File: config.mk
export PLATFORM = sky130hd
export DESIGN_NAME = multi_sender_bit_assembler_flat
export DESIGN_NICKNAME = d
export VERILOG_FILES = /design/src/sv/msba_pkg.sv /design/src/sv/msba_req_if.sv /design/src/sv/msba_rsp_if.sv /design/src/sv/msba_ctrl.sv /design/src/sv/msba_dpath.sv /design/src/sv/multi_sender_bit_assembler.sv /design/src/flat_wrapper.sv
export SDC_FILE = /design/constraint.sdc
export NUM_CORES = 1
export LEC_CHECK = 0
export BUFFER_PORTS_ARGS = -buffer_cell sky130_fd_sc_hd__buf_2
export CAP_MARGIN = 25
export CORE_MARGIN = 2
export CORE_UTILIZATION = 55
export DETAILED_ROUTE_END_ITERATION = 6
export GPL_ROUTABILITY_DRIVEN = 0
export PLACE_DENSITY_LB_ADDON = 0.15
export SLEW_MARGIN = 10
export SYNTH_ARGS = -nofsm -noshare
export SYNTH_HDL_FRONTEND = slang
export SYNTH_HIERARCHICAL = 1
export SYNTH_SLANG_ARGS = --single-unit
export TNS_END_PERCENT = 50
File: constraint.sdc
create_clock -name clock -period 3.85 [get_ports clock]
set_input_delay 0.1925 -clock clock [delete_from_list [all_inputs] [get_ports clock]]
set_output_delay 0.1925 -clock clock [all_outputs]
set_load 0.01 [all_outputs]
File: src/sv/msba_pkg.sv
// ---------------------------------------------------------------------------
// msba_pkg
// Shared types and constants for the multi-sender bit assembler.
// ---------------------------------------------------------------------------
package msba_pkg;

   localparam int SENDER_W      = 22;
   localparam int BYTE_W        = 8;
   localparam int COUNT_W       = 3;
   localparam int SLOTS_DEFAULT = 8;

   // result status codes
   localparam logic STATUS_COMPLETE = 1'b0;
   localparam logic STATUS_DROPPED  = 1'b1;

   // last bit position of a byte
   localparam logic [COUNT_W-1:0] LAST_POS = COUNT_W'(BYTE_W - 1);

   typedef logic [SENDER_W-1:0] sender_type;
   typedef logic [BYTE_W-1:0]   byte_type;
   typedef logic [COUNT_W-1:0]  count_type;

   // one stored assembly
   typedef struct packed {
      sender_type sender;
      count_type  count;
      byte_type   data;
   } entry_type;

   // controller to datapath
   typedef struct packed {
      logic load;
      logic scan;
      logic update;
   } cmd_type;

   // datapath to controller
   typedef struct packed {
      logic scan_done;
      logic needs_rsp;
      logic rsp_busy;
   } stat_type;

endpackage

File: src/sv/msba_req_if.sv
// ---------------------------------------------------------------------------
// msba_req_if
// Input channel: one received bit tagged with its sender.
// ---------------------------------------------------------------------------
interface msba_req_if import msba_pkg::*; ();

   logic       valid;
   logic       ready;
   sender_type sender_id;
   logic       bit_value;

   modport source (output valid, output sender_id, output bit_value, input ready);
   modport sink   (input valid, input sender_id, input bit_value, output ready);

endinterface

File: src/sv/msba_rsp_if.sv
// ---------------------------------------------------------------------------
// msba_rsp_if
// Result channel: completed byte or dropped-bit notice.
// ---------------------------------------------------------------------------
interface msba_rsp_if import msba_pkg::*; ();

   logic       valid;
   logic       ready;
   sender_type result_sender;
   byte_type   data_byte;
   logic       status;

   modport source (output valid, output result_sender, output data_byte,
                   output status, input ready);
   modport sink   (input valid, input result_sender, input data_byte,
                   input status, output ready);

endinterface

File: src/sv/msba_ctrl.sv
// ---------------------------------------------------------------------------
// msba_ctrl
// Sequencer: accept a transaction, run the table scan, apply the update.
// ---------------------------------------------------------------------------
module msba_ctrl import msba_pkg::*; (
   input  logic     clock,
   input  logic     reset,
   input  logic     req_valid,
   output logic     req_ready,
   input  stat_type stat,
   output cmd_type  cmd
);

   localparam logic [1:0] ST_IDLE   = 2'd0;
   localparam logic [1:0] ST_SCAN   = 2'd1;
   localparam logic [1:0] ST_UPDATE = 2'd2;

   logic [1:0] state_ff;
   logic [1:0] state_in;
   logic       upd_ok;

   assign req_ready = (state_ff == ST_IDLE);
   // update waits only when it produces a result and the output slot is full
   assign upd_ok    = !stat.needs_rsp || !stat.rsp_busy;

   // next state and commands
   always_comb begin
      state_in   = state_ff;
      cmd.load   = 1'b0;
      cmd.scan   = 1'b0;
      cmd.update = 1'b0;
      case (state_ff)
         ST_IDLE: begin
            if (req_valid) begin
               cmd.load = 1'b1;
               state_in = ST_SCAN;
            end
         end
         ST_SCAN: begin
            if (stat.scan_done) begin
               state_in = ST_UPDATE;
            end else begin
               cmd.scan = 1'b1;
            end
         end
         ST_UPDATE: begin
            if (upd_ok) begin
               cmd.update = 1'b1;
               state_in   = ST_IDLE;
            end
         end
         default: begin
            state_in = ST_IDLE;
         end
      endcase
   end

   always_ff @(posedge clock) begin
      if (reset) begin
         state_ff <= ST_IDLE;
      end else begin
         state_ff <= state_in;
      end
   end

endmodule

File: src/sv/msba_dpath.sv
// ---------------------------------------------------------------------------
// msba_dpath
// Assembly table, scan pipeline, entry update and result register.
// ---------------------------------------------------------------------------
module msba_dpath import msba_pkg::*; #(
   parameter int SENDER_SLOTS = SLOTS_DEFAULT
) (
   input  logic       clock,
   input  logic       reset,
   input  cmd_type    cmd,
   output stat_type   stat,
   input  sender_type req_sender_id,
   input  logic       req_bit_value,
   output logic       rsp_valid,
   input  logic       rsp_ready,
   output sender_type rsp_result_sender,
   output byte_type   rsp_data_byte,
   output logic       rsp_status
);

   localparam int IdxW = (SENDER_SLOTS > 1) ? $clog2(SENDER_SLOTS) : 1;
   localparam logic [IdxW-1:0] LastIdx = IdxW'(SENDER_SLOTS - 1);

   // table storage: valid bits in flops, entry contents in memory
   logic [SENDER_SLOTS-1:0] valid_ff;
   entry_type               mem [SENDER_SLOTS];

   // captured transaction
   sender_type who_ff;
   logic       bit_ff;

   // scan pipeline
   logic [IdxW-1:0] idx_ff;
   logic            issue_ff;
   logic            chk_ff;
   entry_type       rd_ff;
   logic [IdxW-1:0] rd_idx_ff;

   // scan results
   logic            hit_ff;
   logic [IdxW-1:0] hit_idx_ff;
   count_type       hit_cnt_ff;
   byte_type        hit_data_ff;
   logic            free_ff;
   logic [IdxW-1:0] free_idx_ff;

   // result register
   logic       rsp_valid_ff;
   sender_type rsp_sender_ff;
   byte_type   rsp_data_ff;
   logic       rsp_status_ff;

   logic     is_match;
   logic     is_free;
   byte_type new_data;
   logic     completes;
   logic     rsp_fire;

   assign is_match  = chk_ff && valid_ff[rd_idx_ff] && (rd_ff.sender == who_ff);
   assign is_free   = chk_ff && !valid_ff[rd_idx_ff];
   assign new_data  = hit_data_ff | (BYTE_W'(bit_ff) << hit_cnt_ff);
   assign completes = hit_ff && (hit_cnt_ff == LAST_POS);
   assign rsp_fire  = cmd.update && (completes || (!hit_ff && !free_ff));

   assign stat.scan_done = hit_ff || (!issue_ff && !chk_ff);
   assign stat.needs_rsp = completes || (!hit_ff && !free_ff);
   assign stat.rsp_busy  = rsp_valid_ff && !rsp_ready;

   // capture the incoming transaction
   always_ff @(posedge clock) begin
      if (cmd.load) begin
         who_ff <= req_sender_id;
         bit_ff <= req_bit_value;
      end
   end

   // scan issue stage: one table read per cycle
   always_ff @(posedge clock) begin
      if (reset) begin
         issue_ff <= 1'b0;
         chk_ff   <= 1'b0;
      end else if (cmd.load) begin
         issue_ff <= 1'b1;
         chk_ff   <= 1'b0;
      end else if (cmd.scan) begin
         chk_ff <= issue_ff;
         if (issue_ff && idx_ff == LastIdx) begin
            issue_ff <= 1'b0;
         end
      end
   end

   always_ff @(posedge clock) begin
      if (cmd.load) begin
         idx_ff <= '0;
      end else if (cmd.scan && issue_ff) begin
         idx_ff    <= idx_ff + 1'b1;
         rd_ff     <= mem[idx_ff];
         rd_idx_ff <= idx_ff;
      end
   end

   // scan check stage: first match, lowest free entry
   always_ff @(posedge clock) begin
      if (reset) begin
         hit_ff  <= 1'b0;
         free_ff <= 1'b0;
      end else if (cmd.load) begin
         hit_ff  <= 1'b0;
         free_ff <= 1'b0;
      end else if (cmd.scan) begin
         if (is_match && !hit_ff) begin
            hit_ff <= 1'b1;
         end
         if (is_free && !free_ff) begin
            free_ff <= 1'b1;
         end
      end
   end

   always_ff @(posedge clock) begin
      if (cmd.scan && is_match && !hit_ff) begin
         hit_idx_ff  <= rd_idx_ff;
         hit_cnt_ff  <= rd_ff.count;
         hit_data_ff <= rd_ff.data;
      end
      if (cmd.scan && is_free && !free_ff) begin
         free_idx_ff <= rd_idx_ff;
      end
   end

   // entry update: extend, complete or claim
   always_ff @(posedge clock) begin
      if (cmd.update) begin
         if (hit_ff && !completes) begin
            mem[hit_idx_ff] <= '{sender: who_ff, count: hit_cnt_ff + 1'b1, data: new_data};
         end else if (!hit_ff && free_ff) begin
            mem[free_idx_ff] <= '{sender: who_ff, count: count_type'(1),
                                  data: BYTE_W'(bit_ff)};
         end
      end
   end

   always_ff @(posedge clock) begin
      if (reset) begin
         valid_ff <= '0;
      end else if (cmd.update) begin
         if (completes) begin
            valid_ff[hit_idx_ff] <= 1'b0;
         end else if (!hit_ff && free_ff) begin
            valid_ff[free_idx_ff] <= 1'b1;
         end
      end
   end

   // result register
   always_ff @(posedge clock) begin
      if (reset) begin
         rsp_valid_ff <= 1'b0;
      end else if (rsp_fire) begin
         rsp_valid_ff <= 1'b1;
      end else if (rsp_ready) begin
         rsp_valid_ff <= 1'b0;
      end
   end

   always_ff @(posedge clock) begin
      if (rsp_fire) begin
         rsp_sender_ff <= who_ff;
         if (completes) begin
            rsp_data_ff   <= new_data;
            rsp_status_ff <= STATUS_COMPLETE;
         end else begin
            rsp_data_ff   <= '0;
            rsp_status_ff <= STATUS_DROPPED;
         end
      end
   end

   assign rsp_valid         = rsp_valid_ff;
   assign rsp_result_sender = rsp_sender_ff;
   assign rsp_data_byte     = rsp_data_ff;
   assign rsp_status        = rsp_status_ff;

endmodule

File: src/sv/multi_sender_bit_assembler.sv
// ---------------------------------------------------------------------------
// multi_sender_bit_assembler
// Per-sender serial-to-parallel byte assembly over a small table.
// ---------------------------------------------------------------------------
// Each transaction on req_chan carries one bit and a sender id. The block
// scans its table of SENDER_SLOTS open assemblies one entry per cycle
// (a registered memory read followed by a compare), stopping at the first
// match; a miss scans the whole table and claims the lowest free entry.
// Bits fill LSB first; the eighth bit returns the sender and byte with
// status 0 and frees the entry. A bit from a new sender while the table is
// full is dropped and returns the sender, a zero byte and status 1. One
// transaction is handled at a time, paced by the single-port table scan. A
// result waits in an output register while the next transaction is
// accepted; the update stalls only when it has a new result and that
// register is still held by a stalled result channel.
// ---------------------------------------------------------------------------
module multi_sender_bit_assembler import msba_pkg::*; #(
   parameter int SENDER_SLOTS = SLOTS_DEFAULT
) (
   input  logic        clock,
   input  logic        reset,
   msba_req_if.sink    req_chan,
   msba_rsp_if.source  rsp_chan
);

   cmd_type  cmd;
   stat_type stat;

   // sequencer
   msba_ctrl u_ctrl (
      .clock     (clock),
      .reset     (reset),
      .req_valid (req_chan.valid),
      .req_ready (req_chan.ready),
      .stat      (stat),
      .cmd       (cmd)
   );

   // table and result datapath
   msba_dpath #(
      .SENDER_SLOTS (SENDER_SLOTS)
   ) u_dpath (
      .clock             (clock),
      .reset             (reset),
      .cmd               (cmd),
      .stat              (stat),
      .req_sender_id     (req_chan.sender_id),
      .req_bit_value     (req_chan.bit_value),
      .rsp_valid         (rsp_chan.valid),
      .rsp_ready         (rsp_chan.ready),
      .rsp_result_sender (rsp_chan.result_sender),
      .rsp_data_byte     (rsp_chan.data_byte),
      .rsp_status        (rsp_chan.status)
   );

endmodule

File: src/flat_wrapper.sv
// flat-port wrapper written by rule: the top's interface ports become plain ports
module multi_sender_bit_assembler_flat import msba_pkg::*;
#(
   parameter int SENDER_SLOTS = SLOTS_DEFAULT
)
  (clock, reset, req_chan_valid, req_chan_sender_id, req_chan_bit_value, req_chan_ready, rsp_chan_valid, rsp_chan_result_sender, rsp_chan_data_byte, rsp_chan_status, rsp_chan_ready);
  msba_req_if req_chan_i ();
  msba_rsp_if rsp_chan_i ();
  input  logic clock;
  input  logic reset;
  input wire logic [$bits(req_chan_i.valid)-1:0] req_chan_valid;
  input wire logic [$bits(req_chan_i.sender_id)-1:0] req_chan_sender_id;
  input wire logic [$bits(req_chan_i.bit_value)-1:0] req_chan_bit_value;
  output wire logic [$bits(req_chan_i.ready)-1:0] req_chan_ready;
  output wire logic [$bits(rsp_chan_i.valid)-1:0] rsp_chan_valid;
  output wire logic [$bits(rsp_chan_i.result_sender)-1:0] rsp_chan_result_sender;
  output wire logic [$bits(rsp_chan_i.data_byte)-1:0] rsp_chan_data_byte;
  output wire logic [$bits(rsp_chan_i.status)-1:0] rsp_chan_status;
  input wire logic [$bits(rsp_chan_i.ready)-1:0] rsp_chan_ready;
  assign req_chan_i.valid = req_chan_valid;
  assign req_chan_i.sender_id = req_chan_sender_id;
  assign req_chan_i.bit_value = req_chan_bit_value;
  assign req_chan_ready = req_chan_i.ready;
  assign rsp_chan_valid = rsp_chan_i.valid;
  assign rsp_chan_result_sender = rsp_chan_i.result_sender;
  assign rsp_chan_data_byte = rsp_chan_i.data_byte;
  assign rsp_chan_status = rsp_chan_i.status;
  assign rsp_chan_i.ready = rsp_chan_ready;
  multi_sender_bit_assembler #(.SENDER_SLOTS(SENDER_SLOTS)) u_core (.clock(clock), .reset(reset), .req_chan(req_chan_i), .rsp_chan(rsp_chan_i));
endmodule
After elaboration in Yosys (flattened, before gate mapping). Memory sizes are Yosys's and may differ from the RTL's. A register that Yosys moved wholly into a read port is not among the register bits. Index checks and enable logic that the tools add are counted.

Memory bits (writable): 264. Memories kept: 1. Output and inout port bits: 33. Register bits after elaboration: 92. Input port bits: 27. Word-level logic and storage cells: 119.

Memory list: u_core.u_dpath.mem (depth 8, bits a word 33, read ports 1, clocked after memory_dff 1, write ports 1, line msba_dpath.sv:26) `entry_type mem [SENDER_SLOTS];`.

Order comparisons: 5. Equal/unequal tests: 8. Bitwise operators: 5. Shift operators: 1. Reductions and logical operators: 45. Add/sub/neg operators: 2. Mux-type cells: 34.

Operators with widths (number): 2-to-1 mux 33 bit (1); OR reduction 33 bit (1); 2-to-1 mux 1 bit (23); equality test 22 bit (1); logical AND 1 bit (20); 2-to-1 mux 8 bit (2); bitwise OR 8 bit (2); less-than comparator 3 x 4 -> 1 bit, second input constant (3); AND reduction 2 bit (5); zero test 1 bit (9); bitwise AND 8 bit (1); NOT 8 bit (1); nonzero test 2 bit (4); << shifter 1 x 3 -> 8 bit (1); adder 3 x 1 -> 3 bit, second input constant (2); demux 1 bit (select 3 bit) (2); equality test 3 bit, second input constant (2); greater-or-equal comparator 3 x 1 -> 1 bit, second input constant (2); 2-to-1 mux 2 bit (3); case mux 2 bit (3 select lines) (1); != test 2 bit, second input constant (2); binary-select mux 1 bit (select 3 bit) (1); logical OR 1 bit (3); 2-to-1 mux 3 bit (1); 7 further kinds (7).

Logic depth before layout (Yosys ltp). Gate-level depths: netlist of run 1.

Depth after elaboration: 11. Mapped depth: 9.

By module. Netlist of run 1, hierarchy kept.

By module, submodules not included: msba_dpath (times used 1, cells an instance 661, sequential area each 11461.0 µm², area each 14595.2 µm²); msba_ctrl (times used 1, cells an instance 12, sequential area each 40.0 µm², area each 103.8 µm²).

Worst setup path after synthesis of run 1. Ideal clock, no wire load.

Path type: register -> register. From: register u_core.u_dpath.hit_cnt_ff[0]. To: memory u_core/u_dpath/mem[3][0] (netlist bit) (enable). Slack: -0.228 ns. Cell stages (with the launch flop): 10. Period minus slack after synthesis: 4.078 ns. Required time: 3.427 ns. Path buffers: 0. Arrival: 3.655 ns. Path through: edfxtp_1 -> ha_1 -> ha_1 -> nand2_1 -> o21ai_0 -> a21oi_1 -> nand3b_2 -> mux2i_1 -> or3b_1 -> nor2_1.

RTL lines: start, declared (line msba_dpath.sv:42) `count_type hit_cnt_ff;`; start signal, assigned (line msba_dpath.sv:124) `hit_cnt_ff <= rd_ff.count;`; end, declared (line msba_dpath.sv:26).

==> impl_metrics.json, run 1 <==
{
  "syn_area_per_cell_um2": 21.84,
  "grtUsageTotal_pct": 20.16,
  "antenna_found_initial": 0,
  "fin_ws_ns": 0.2334,
  "fin_crit_ns": 3.617,
  "fin_total_pwr_mw": 8.977,
  "initial_utilization_pct": 56.25,
  "vias": 6830,
  "p_leak_nw": 5.586,
  "synth_edf_count": 371,
  "use_met3_pct": 3.451,
  "cap_viol_max_count": 0,
  "synth_nets": 704,
  "use_met2_pct": 34.04,
  "synth_simple_gate_area_share_pct": 3.107,
  "synth_ff_type": "edfxtp_1",
  "slew_headroom_pct": 30.97,
  "post-route-util_pct": 66.01,
  "clock-root-buffer": "clkbuf_16",
  "grt_overflow": 0,
  "drtIter0Drc": 630,
  "cellPowerDensity_nw_per_um2": 520.4,
  "area_delta_synth_final_pct": 17.35,
  "hold_violations": 0,
  "syn_area_um2": 14700,
  "cts_max_level": 2,
  "pre_cts_ws_ns": 0.1709,
  "nFillCells": 1715,
  "synthTopCellsByArea": "edfxtp_1, mux4_2, dfxtp_1",
  "critPathCaptureType": "flip-flop",
  "wl_per_cell_um": 23.60,
  "ys_warn_count": 6,
  "vias_per_cell": 5.863,
  "finalNonFillerCells": 1165,
  "yosysTopAreaCellShare_pct": 75.79,
  "grt.met1_usage_pct": 27.82,
  "busiest_layer": "met2",
  "hp-class": "in2reg",
  "place_area_um2": 15530,
  "path_cells": "ha_1, ha_1, nand2_1, o21ai_0, a21oi_1, buf_4, nand3b_2, mux2i_1, o2111ai_1, nor2_2",
  "ff_latch_area_um2": 11510,
  "std_cell_rows": 59,
  "critPathArrivalTime_ns": 3.77,
  "dp_cells": 1063,
  "synth_compound_area_share_pct": 1.702,
  "finalSetupViolCount": 0,
  "drtAntennaViolNets": 0,
  "synth_top_family_by_area": "multiplexers",
  "multi_input_area_um2": 3089,
  "async_flop_share_pct": 0,
  "clk_latency_ns": 0.53,
  "antenna_cells": 0,
  "path_common_cell": "ha_1",
  "fin_crit_sh_pct": 93.94,
  "finClkSkew_ns": 0.01895,
  "holdWs_ns": 0.02793,
  "cpMaxStageDelayCell": "nor2_2",
  "fin_tns_setup_ns": 0,
  "cts_tree": "built",
  "slowest_delay_ns": 0.84,
  "synth_most_common_cell": "edfxtp_1",
  "nNetsFinal": 830,
  "path_clk_slew_ns": 0.06,
  "dp_hpwl_mm": 14.99,
  "slew_violations": 0,
  "cp.buffers_inverters": 1,
  "cp_max_fo": 13,
  "cts_buffer_depth": 3,
  "dieArea_um2": 28050,
  "required_ns": 4.00,
  "drc_errors": 6,
  "drive_gt1_share_pct": 30.36,
  "critical-path-top-delay-family": "simple AND/OR/NAND/NOR gates",
  "drt_wl_total_mm": 27.50,
  "max_freq_mhz": 276.5,
  "outcome": "finished, violations left",
  "irDropWorstVdd_v": 0.0004141,
  "cts_buffers": 40,
  "boundaryPins": 60,
  "synth.distinct_cells": 45,
  "synth-xor-area-share_pct": 1.370,
  "cts.sinks": 389,
  "die_y_um": 167.5,
  "worst_pin_slew_ns": 1.035,
  "ys_seq_area_share_pct": 78.24,
  "synth_cells": 673,
  "synthMuxAreaShare_pct": 13.98,
  "rsz0062_at_grt": "yes",
  "io_buffers": 59,
  "synth_top_area_cell": "edfxtp_1",
  "startpoint_type": "flip-flop",
  "critical_path_class": "reg2reg",
  "ys_ff_latch": 389,
  "grt_pass1_wl_mm": 42.36,
  "failed_checks": "design-rule violations",
  "finalInstanceArea_um2": 17250,
  "drtPass1Iterations": 7,
  "synthAdderAreaFrac_pct": 0.3405,
  "core_um2": 26130,
  "fp.dieW_um": 167.5,
  "ys_top_cells_by_count": "edfxtp_1, mux4_2, nor2_1",
  "grt_pass1_vias": 7232,
  "grt_max_degree": 44
}
==> layout make-up <==
cell class / count / area share (%)
Inverter: 1 / 0.02176
Tap cell: 335 / 2.430
Clock inverter: 29 / 2.060
Clock buffer: 44 / 6.137
Timing Repair Buffer: 106 / 4.729
Multi-Input combinational cell: 261 / 17.91
Sequential cell: 389 / 66.71
==> metal layers <==
layer | routed length [um] | vias up
met5 | 0 | -
met4 | 437 | 0
met3 | 1379 | 33
met2 | 13760 | 195
met1 | 11920 | 3580
li1 | - | 3022
==> cells by family (layout without fill, tap and decap cells) <==
group | Yosys count | in the layout
flops | 389 | 389
mux | 103 | 103
simple gates | 88 | 89
compound gates | 42 | 42
buf+inv | 24 | 180
xor+xnor | 23 | 23
fa+ha+maj | 4 | 4
==> where the power goes <==
part | switching, mW | internal, mW | leakage, nW
clock network | 1.54 | 2.52 | 0.694
registers | 0.0669 | 4.66 | 3.51
logic | 0.0821 | 0.0974 | 1.38
==> worst reg2reg max path, delay by kind of cell (launching register included) <==
kind	cells	cell delay, ns
AO/OA/AOI/OAI	3	0.78
adder cells (fa/ha/maj)	2	0.46
buffers and inverters	1	0.16
flip-flops	1	0.50
multiplexers	1	0.23
AND/OR/NAND/NOR	3	1.10
==> what timing repair did <==
action	in CTS	in global routing
hold buffers	26	0
resized for setup	0	2
hold endpoints to repair	25	0
endpoints found under the setup margin	0	8
setup buffers	0	1
==> layout by cell type, fill, tap and decap left out, drive strengths merged, types with 2 or more instances in the layout <==
cell,netlist,layout
a21oi,19,19
xnor2,5,5
dfxtp,18,18
nand2,10,10
nor2b,6,6
nor3,2,2
nor2,38,39
a31oi,5,5
nand3,8,8
buf,15,80
o21ai,7,7
bufinv,0,8
ha,4,4
dlygate4sd3,0,26
xor2,18,18
nand4b,2,2
mux4,68,68
o31ai,3,3
mux2,33,33
mux2i,2,2
nand3b,2,2
clkbuf,8,44
edfxtp,371,371
nor3b,2,2
nor4,4,4
nand4,4,4
a21boi,2,2
clkinv,0,20
nand2b,4,4
and2,4,4
==> path summary, 6_finish.rpt <==
path                                                        startpoint                                 endpoint  slack [ns]  depth (start not counted)
worst max-delay path            u_core/u_dpath/hit_cnt_ff[0]$_DFFE_PP_       u_core/u_dpath/mem[4][0]$_DFFE_PP_        0.23                         10
worst min-delay path                                             reset  u_core/u_dpath/valid_ff[2]$_SDFFE_PP0P_        0.03                          2
worst max register to register  u_core/u_dpath/hit_cnt_ff[0]$_DFFE_PP_       u_core/u_dpath/mem[4][0]$_DFFE_PP_        0.23                         10
worst min register to register       u_core/u_dpath/rd_ff[6]$_DFFE_PP_  u_core/u_dpath/hit_data_ff[6]$_DFFE_PP_        0.42                          0
==> sequential cells by signal, indices dropped and copies added (netlist names) <==
signal,cells
u_core/u_ctrl/state_ff,2
u_core/u_dpath/bit_ff,1
u_core/u_dpath/chk_ff,1
u_core/u_dpath/free_ff,1
u_core/u_dpath/free_idx_ff,3
u_core/u_dpath/hit_cnt_ff,3
u_core/u_dpath/hit_data_ff,8
u_core/u_dpath/hit_ff,1
u_core/u_dpath/hit_idx_ff,3
u_core/u_dpath/idx_ff,3
u_core/u_dpath/issue_ff,1
u_core/u_dpath/mem,264
u_core/u_dpath/rd_ff,33
u_core/u_dpath/rd_idx_ff,3
u_core/u_dpath/rsp_data_byte,8
u_core/u_dpath/rsp_result_sender,22
u_core/u_dpath/rsp_status,1
u_core/u_dpath/rsp_valid,1
u_core/u_dpath/valid_ff,8
u_core/u_dpath/who_ff,22
(Power assumes the default switching activity.)
==> run 2, diff against run 1 <==
- ABC_AREA: unset -> 1
==> run 2 against run 1 <==
Effect of this change:
- the run now ends clean
- largest power group unchanged
- worst hold slack improved by 0.0039 ns
- sequential power about the same
- setup slack improved by 0.040 ns
- fmax is 1.1% higher
- power fell by 1.8%
- combinational power up 41%
- clock power fell by 5.9%
- wire length up 16%
- clock-buffer cell count grew 9
- die area is 3.9% higher
- critical path type unchanged
- non-clock buffer count increased by 6
==> impl_metrics.json, run 2 <==
{
  "grt_max_degree": 135,
  "finalSetupViolCount": 0,
  "io_buffers": 59,
  "std_cell_rows": 61,
  "drt_wl_total_mm": 32.02,
  "power.internal_mw": 7.085,
  "critPathCaptureType": "flip-flop",
  "synth_nets": 1245,
  "grt_pass1_vias": 9118,
  "ys_warn_count": 6,
  "largest-register": "u_core/u_dpath/mem",
  "syn_area_um2": 15280,
  "grtUsageTotal_pct": 22.48,
  "slew_headroom_pct": 37.42,
  "grt.met1_usage_pct": 31.94,
  "yosysTopAreaCellShare_pct": 72.89,
  "pre_cts_ws_ns": 0.3146,
  "busiest_layer": "met2",
  "grt_overflow": 0,
  "rsz0062_at_grt": "no",
  "synthMuxAreaShare_pct": 0,
  "clk_latency_ns": 0.52,
  "ys_ff_latch": 389,
  "async_flop_share_pct": 0,
  "dieArea_um2": 29140,
  "fin_ws_ns": 0.2738,
  "drtIter0Drc": 793,
  "final_common_cell": "edfxtp_1",
  "initial_utilization_pct": 55.47,
  "synth_edf_count": 371,
  "dp_hpwl_mm": 18.22,
  "fin_total_pwr_mw": 8.812,
  "synth_most_common_cell": "edfxtp_1",
  "cp_max_fo": 10,
  "post-cts-setup-buffer-count": 0,
  "grt_pass1_wl_mm": 49.78,
  "use_met2_pct": 36.03,
  "startpoint": "u_core/u_dpath/hit_cnt_ff[0]$_DFFE_PP_",
  "path_clk_slew_ns": 0.06,
  "synth_ff_type": "edfxtp_1",
  "fin_crit_sh_pct": 92.89,
  "cts_buffer_depth": 3,
  "cts.sinks": 389,
  "synth_top_area_cell": "edfxtp_1",
  "drtPass1Iterations": 6,
  "switching_share_pct": 19.60,
  "p_leak_nw": 6.400,
  "hp-start": "rsp_chan_ready",
  "drive_gt1_share_pct": 11.66,
  "largestRegisters": "u_core/u_dpath/mem x264, u_core/u_dpath/rd_ff x33",
  "largest_reg_flops": 264,
  "irDropWorstVdd_v": 0.0004021,
  "synth-xor-area-share_pct": 0.05731,
  "drtAntennaViolNets": 0,
  "use_met3_pct": 3.493,
  "comb_power_share_pct": 2.9,
  "startpoint_type": "flip-flop",
  "synth.distinct_cells": 27,
  "drc_errors": 0,
  "mostFrequentLayoutCells": "edfxtp_1, nor2_1, nand2_1",
  "post_cts_resized": 0,
  "nNetsFinal": 1348,
  "fin_crit_ns": 3.576,
  "synthTopCellsByArea": "edfxtp_1, nor2_1, nand2_1",
  "timing.rr.start": "u_core/u_dpath/hit_cnt_ff[0]$_DFFE_PP_",
  "critPathArrivalTime_ns": 3.79,
  "clkPwrFrac_pct": 43.5,
  "synth_top_family_by_area": "simple AND/OR/NAND/NOR gates",
  "p_seq_share_pct": 53.6,
  "critical_path_class": "reg2reg",
  "max_freq_mhz": 279.6,
  "slew_violations": 0,
  "vias": 9489,
  "synthAdderAreaFrac_pct": 0.3275,
  "antenna_cells": 0,
  "synth_compound_area_share_pct": 7.499,
  "ys_seq_area_share_pct": 75.25,
  "hp-class": "in2reg",
  "cellPowerDensity_nw_per_um2": 497.9,
  "post-route-util_pct": 64.23,
  "antenna_found_initial": 0,
  "area_delta_synth_final_pct": 15.80,
  "cts_tree": "built",
  "outcome": "complete, no violations",
  "cts_hold_buffers": 25,
  "syn_area_per_cell_um2": 12.59,
  "hold_violations": 0,
  "synth_simple_gate_area_share_pct": 12.98,
  "required_ns": 4.07,
  "finClkSkew_ns": 0.01012,
  "die_y_um": 170.7,
  "ys_top_cells_by_count": "edfxtp_1, nor2_1, nand2_1",
  "cap_viol_max_count": 0,
  "cts_buffers": 40,
  "wl_per_cell_um": 18.56,
  "vias_per_cell": 5.501,
  "core_um2": 27550,
  "boundaryPins": 60,
  "clock-root-buffer": "clkbuf_16",
  "cts_max_level": 2,
  "worst_pin_slew_ns": 0.9386,
  "power.switching_mw": 1.727,
  "synth_cells": 1214,
  "fp.dieW_um": 170.7
}
-- run 2: cell count changes in the layout (fill, tap and decap cells not counted), moves of 11 or more --
| cell | delta |
|---|---|
| nor2_1 | +227 |
| nand2_1 | +199 |
| inv_1 | +78 |
| o21ai_0 | +76 |
| o32ai_1 | +66 |
| mux4_2 | -57 |
| mux2_4 | -24 |
| xor2_1 | -18 |
| mux4_1 | -11 |
-- run 2: cells by family (layout without fill, tap and decap cells) --
group	count (synthesis)	count (layout)
AO/OA/AOI/OAI	177	177
XOR/XNOR	1	1
adder cells (fa/ha/maj)	4	4
buffers and inverters	133	266
flip-flops	389	389
AND/OR/NAND/NOR	510	510
-- run 2: worst max-delay path, cell delays in order, from the launching register on --
cell and delay [ns]:
edfxtp_1 0.46, ha_1 0.24, ha_1 0.22, or2_1 0.23
o21ai_0 0.19, inv_1 0.10, nand2_1 0.08, inv_1 0.05
nor3_1 0.20, nand3_1 0.28, o21ai_0 0.41, nand2_1 0.22
nor2_4 0.31, buf_4 0.28
-- run 2: cell type report --
class                           instances  area, um^2
Inverter                               82       310.3
Fill cell                            2042        9854
Clock inverter                         19       220.2
Multi-Input combinational cell        692        3263
Sequential cell                       389       11510
Clock buffer                           53        1092
Timing Repair Buffer                  112       830.8
Tap cell                              378       473.0
-- run 2: layer usage --
metal | up-vias | share of wire [%] | wire length, um
met5 | - | 0 | 0
met4 | 0 | 2.6 | 829
met3 | 66 | 5.9 | 1900
met2 | 309 | 47 | 15020
met1 | 4618 | 45 | 14270
li1 | 4496 | - | -
-- run 2: path summary, 6_finish.rpt --
check	slack, ns	end	depth (start not counted)
setup reg to reg	0.27	u_core/u_dpath/mem[0][7]$_DFFE_PP_	13
hold / removal	0.03	u_core/u_dpath/rsp_valid$_SDFFE_PP0P_	4
setup / recovery	0.27	u_core/u_dpath/mem[0][7]$_DFFE_PP_	13
hold reg to reg	0.42	u_core/u_dpath/hit_data_ff[5]$_DFFE_PP_	0
-- run 2: stage by stage --
stage                     TNS, ns  hold WS, ns  instances  area [um^2]
after floorplan            -26.48       0.2549       1214        15280
after global placement          0       0.3686       1628        16140
after detailed placement        0       0.3706       1628        16140
after CTS                       0      0.02523       1725        17700
after global routing            0      0.04125       1725        17700
final                           0      0.03181       1725        17700
-- run 2: power by group through the flow --
stage               clock, mW  sequential, mW  combinational (mW)
global placement            0            4.81               0.227
global route             4.07            4.73               0.282
detailed placement          0            4.81               0.231
finish                   3.83            4.73               0.252
floorplan                   0            4.79               0.159
CTS                      3.89            4.73               0.252
==> run 3, diff against run 2 <==
- CORE_UTILIZATION: 55 -> 60
- clock period: 3.85 -> 4.4 ns (I/O delays scaled with it)
==> run 3 against run 2 <==
Effect of this change:
- register-to-register slack improved by 0.51 ns
- critical path type unchanged
- power fell by 15%
- cell area fell by 0.86%
- global-route usage rose by 2.2 points
- fmax fell by 1.1%
==> impl_metrics.json, run 3 (synthesis gave the netlist of run 2 again) <==
{
  "final_common_cell": "edfxtp_1",
  "max_freq_mhz": 276.6,
  "dp_hpwl_mm": 18.03,
  "finalSetupViolCount": 0,
  "grt_max_degree": 111,
  "required_ns": 4.59,
  "vias_per_cell": 5.733,
  "cpMaxStageDelayCell": "edfxtp_1",
  "grt_pass1_wl_mm": 50.22,
  "initial_utilization_pct": 60.87,
  "cts.sinks": 389,
  "hp-class": "in2reg",
  "path_cells": "ha_1, ha_1, or2_1, o21ai_0, inv_1, nand2_1, inv_1, nor3_1, nand3_1, o21ai_0, nand2_1, nor2_4, buf_4",
  "largest_reg_flops": 264,
  "timing.rr.start": "u_core/u_dpath/hit_cnt_ff[0]$_DFFE_PP_",
  "post-route-util_pct": 69.88,
  "nFillCells": 1726,
  "fin_crit_sh_pct": 82.15,
  "fin_crit_ns": 3.615,
  "drc_errors": 0,
  "boundaryPins": 60,
  "dieArea_um2": 26770,
  "cts_buffer_depth": 3,
  "reg2reg_slack_ns": 0.79,
  "mostFrequentLayoutCells": "edfxtp_1, nor2_1, nand2_1",
  "grt_overflow": 0,
  "drtIter0Drc": 862,
  "antenna_found_initial": 0,
  "core_um2": 25110,
  "antenna_cells": 0,
  "hp-start": "rsp_chan_ready",
  "grt_pass1_vias": 9288,
  "fin_ws_ns": 0.7852,
  "irDropWorstVdd_v": 0.0003387,
  "slew_violations": 0,
  "vias": 9568,
  "met3RoutedLength_mm": 2.029,
  "drive_gt1_share_pct": 11.35,
  "clock-root-buffer": "clkbuf_16",
  "slew_headroom_pct": 39.53,
  "fin_tns_setup_ns": 0,
  "rsz0062_at_grt": "no",
  "startpoint_type": "flip-flop",
  "reg2reg_to": "u_core/u_dpath/mem[1][7]$_DFFE_PP_",
  "cp_max_fo": 16,
  "clk_latency_ns": 0.53,
  "drt-met1-wl_mm": 14.04,
  "cap_viol_max_count": 0,
  "worst_pin_slew_ns": 0.9071,
  "io_buffers": 59,
  "wl_per_cell_um": 19.47,
  "finalNonFillerCells": 1669,
  "hold_violations": 0,
  "critPathCaptureType": "flip-flop",
  "pre_cts_ws_ns": 0.8269,
  "top_layer_used": "met4",
  "p_leak_nw": 6.340,
  "drt_wl_total_mm": 32.49,
  "grtUsageTotal_pct": 24.66,
  "drtPass1Iterations": 7,
  "drtAntennaViolNets": 0,
  "fp.dieW_um": 163.6,
  "holdWs_ns": 0.01814,
  "reg2regPathDepth": 13,
  "largestRegisters": "u_core/u_dpath/mem x264, u_core/u_dpath/rd_ff x33",
  "cts_buffers": 39,
  "die_y_um": 163.6,
  "hold_depth": 4,
  "outcome": "complete, no violations",
  "finClkSkew_ns": 0.01807,
  "path_clk_slew_ns": 0.06,
  "post_cts_resized": 0,
  "std_cell_rows": 58,
  "cts_tree": "built",
  "slowest_delay_ns": 0.46,
  "met2WireLength_mm": 15.68,
  "cellPowerDensity_nw_per_um2": 429.4,
  "dp_cells": 1573,
  "area_delta_synth_final_pct": 14.81,
  "cts_max_level": 2,
  "critical_path_class": "reg2reg",
  "nNetsFinal": 1342,
  "critPathArrivalTime_ns": 3.81,
  "largest-register": "u_core/u_dpath/mem",
  "hold_end": "u_core/u_dpath/rsp_valid$_SDFFE_PP0P_"
}
[run 3: changes by cell type in the layout (fill, tap and decap cells not counted), moves of 2 or more]
| cell | previous run | this run |
|---|---|---|
| buf_16 | 0 | 2 |
| clkbuf_1 | 11 | 9 |
| clkbuf_16 | 42 | 39 |
| inv_6 | 0 | 3 |
| buf_4 | 22 | 15 |
[run 3: repair_timing]
action / 4_1_cts / 5_1_grt
buffers inserted: 0 / 0
setup endpoints to repair: 0 / 0
endpoints found under the hold margin: 27 / 0
hold buffers: 25 / 0
[run 3: through the flow]
| step | cell area [um^2] | power [mW] |
|---|---|---|
| 4_1_cts | 17490 | 7.587 |
| 5_1_grt | 17550 | 7.761 |
| 6_report | 17550 | 7.534 |
| 3_5_place_dp | 16020 | 4.411 |
| 3_3_place_gp | 16020 | 4.404 |
| 2_1_floorplan | 15280 | 4.329 |
[run 3: routing by layer]
layer	vias up	global-route usage, %
met3	59	3.733
li1	4494	-
met5	-	0
met4	0	7.496
met2	346	40.45
met1	4669	34.64
[run 3: area by class of cell]
cell class	instances	area [um^2]	area share [%]
flip-flops and latches	389	11510	65.59
multi-input cells	692	3263	18.60
clock buffers	48	1010	5.754
repair buffers	107	833.3	4.749
well taps	330	412.9	2.353
inverters	82	310.3	1.768
clock inverters	21	209.0	1.191
[run 3: power breakdown]
part | internal [mW] | switching [mW]
Clock | 1.87 | 1.31
Sequential | 4.08 | 0.0532
Combinational | 0.0839 | 0.141
Total | 6.03 | 1.50
[run 3: worst max-delay path by stage]
stage          cells past startpoint                                   to                                   start
3_3_place_gp                      13  u_core/u_dpath/mem[1][14]$_DFFE_PP_  u_core/u_dpath/hit_cnt_ff[0]$_DFFE_PP_
5_1_grt                           13   u_core/u_dpath/mem[0][2]$_DFFE_PP_  u_core/u_dpath/hit_cnt_ff[0]$_DFFE_PP_
6_report                          13   u_core/u_dpath/mem[1][7]$_DFFE_PP_  u_core/u_dpath/hit_cnt_ff[0]$_DFFE_PP_
2_1_floorplan                     13   u_core/u_dpath/mem[1][0]$_DFFE_PP_  u_core/u_dpath/hit_cnt_ff[0]$_DFFE_PP_
4_1_cts                           13   u_core/u_dpath/mem[1][7]$_DFFE_PP_  u_core/u_dpath/hit_cnt_ff[0]$_DFFE_PP_
3_5_place_dp                      13  u_core/u_dpath/mem[1][26]$_DFFE_PP_  u_core/u_dpath/hit_cnt_ff[0]$_DFFE_PP_
[run 3: critical path: cells and delay by family (launching register included)]
family                   cells  cell delay [ns]
AO/OA/AOI/OAI                2             0.55
adder cells (fa/ha/maj)      2             0.44
buffers and inverters        3             0.48
flip-flops                   1             0.46
AND/OR/NAND/NOR              6             1.36
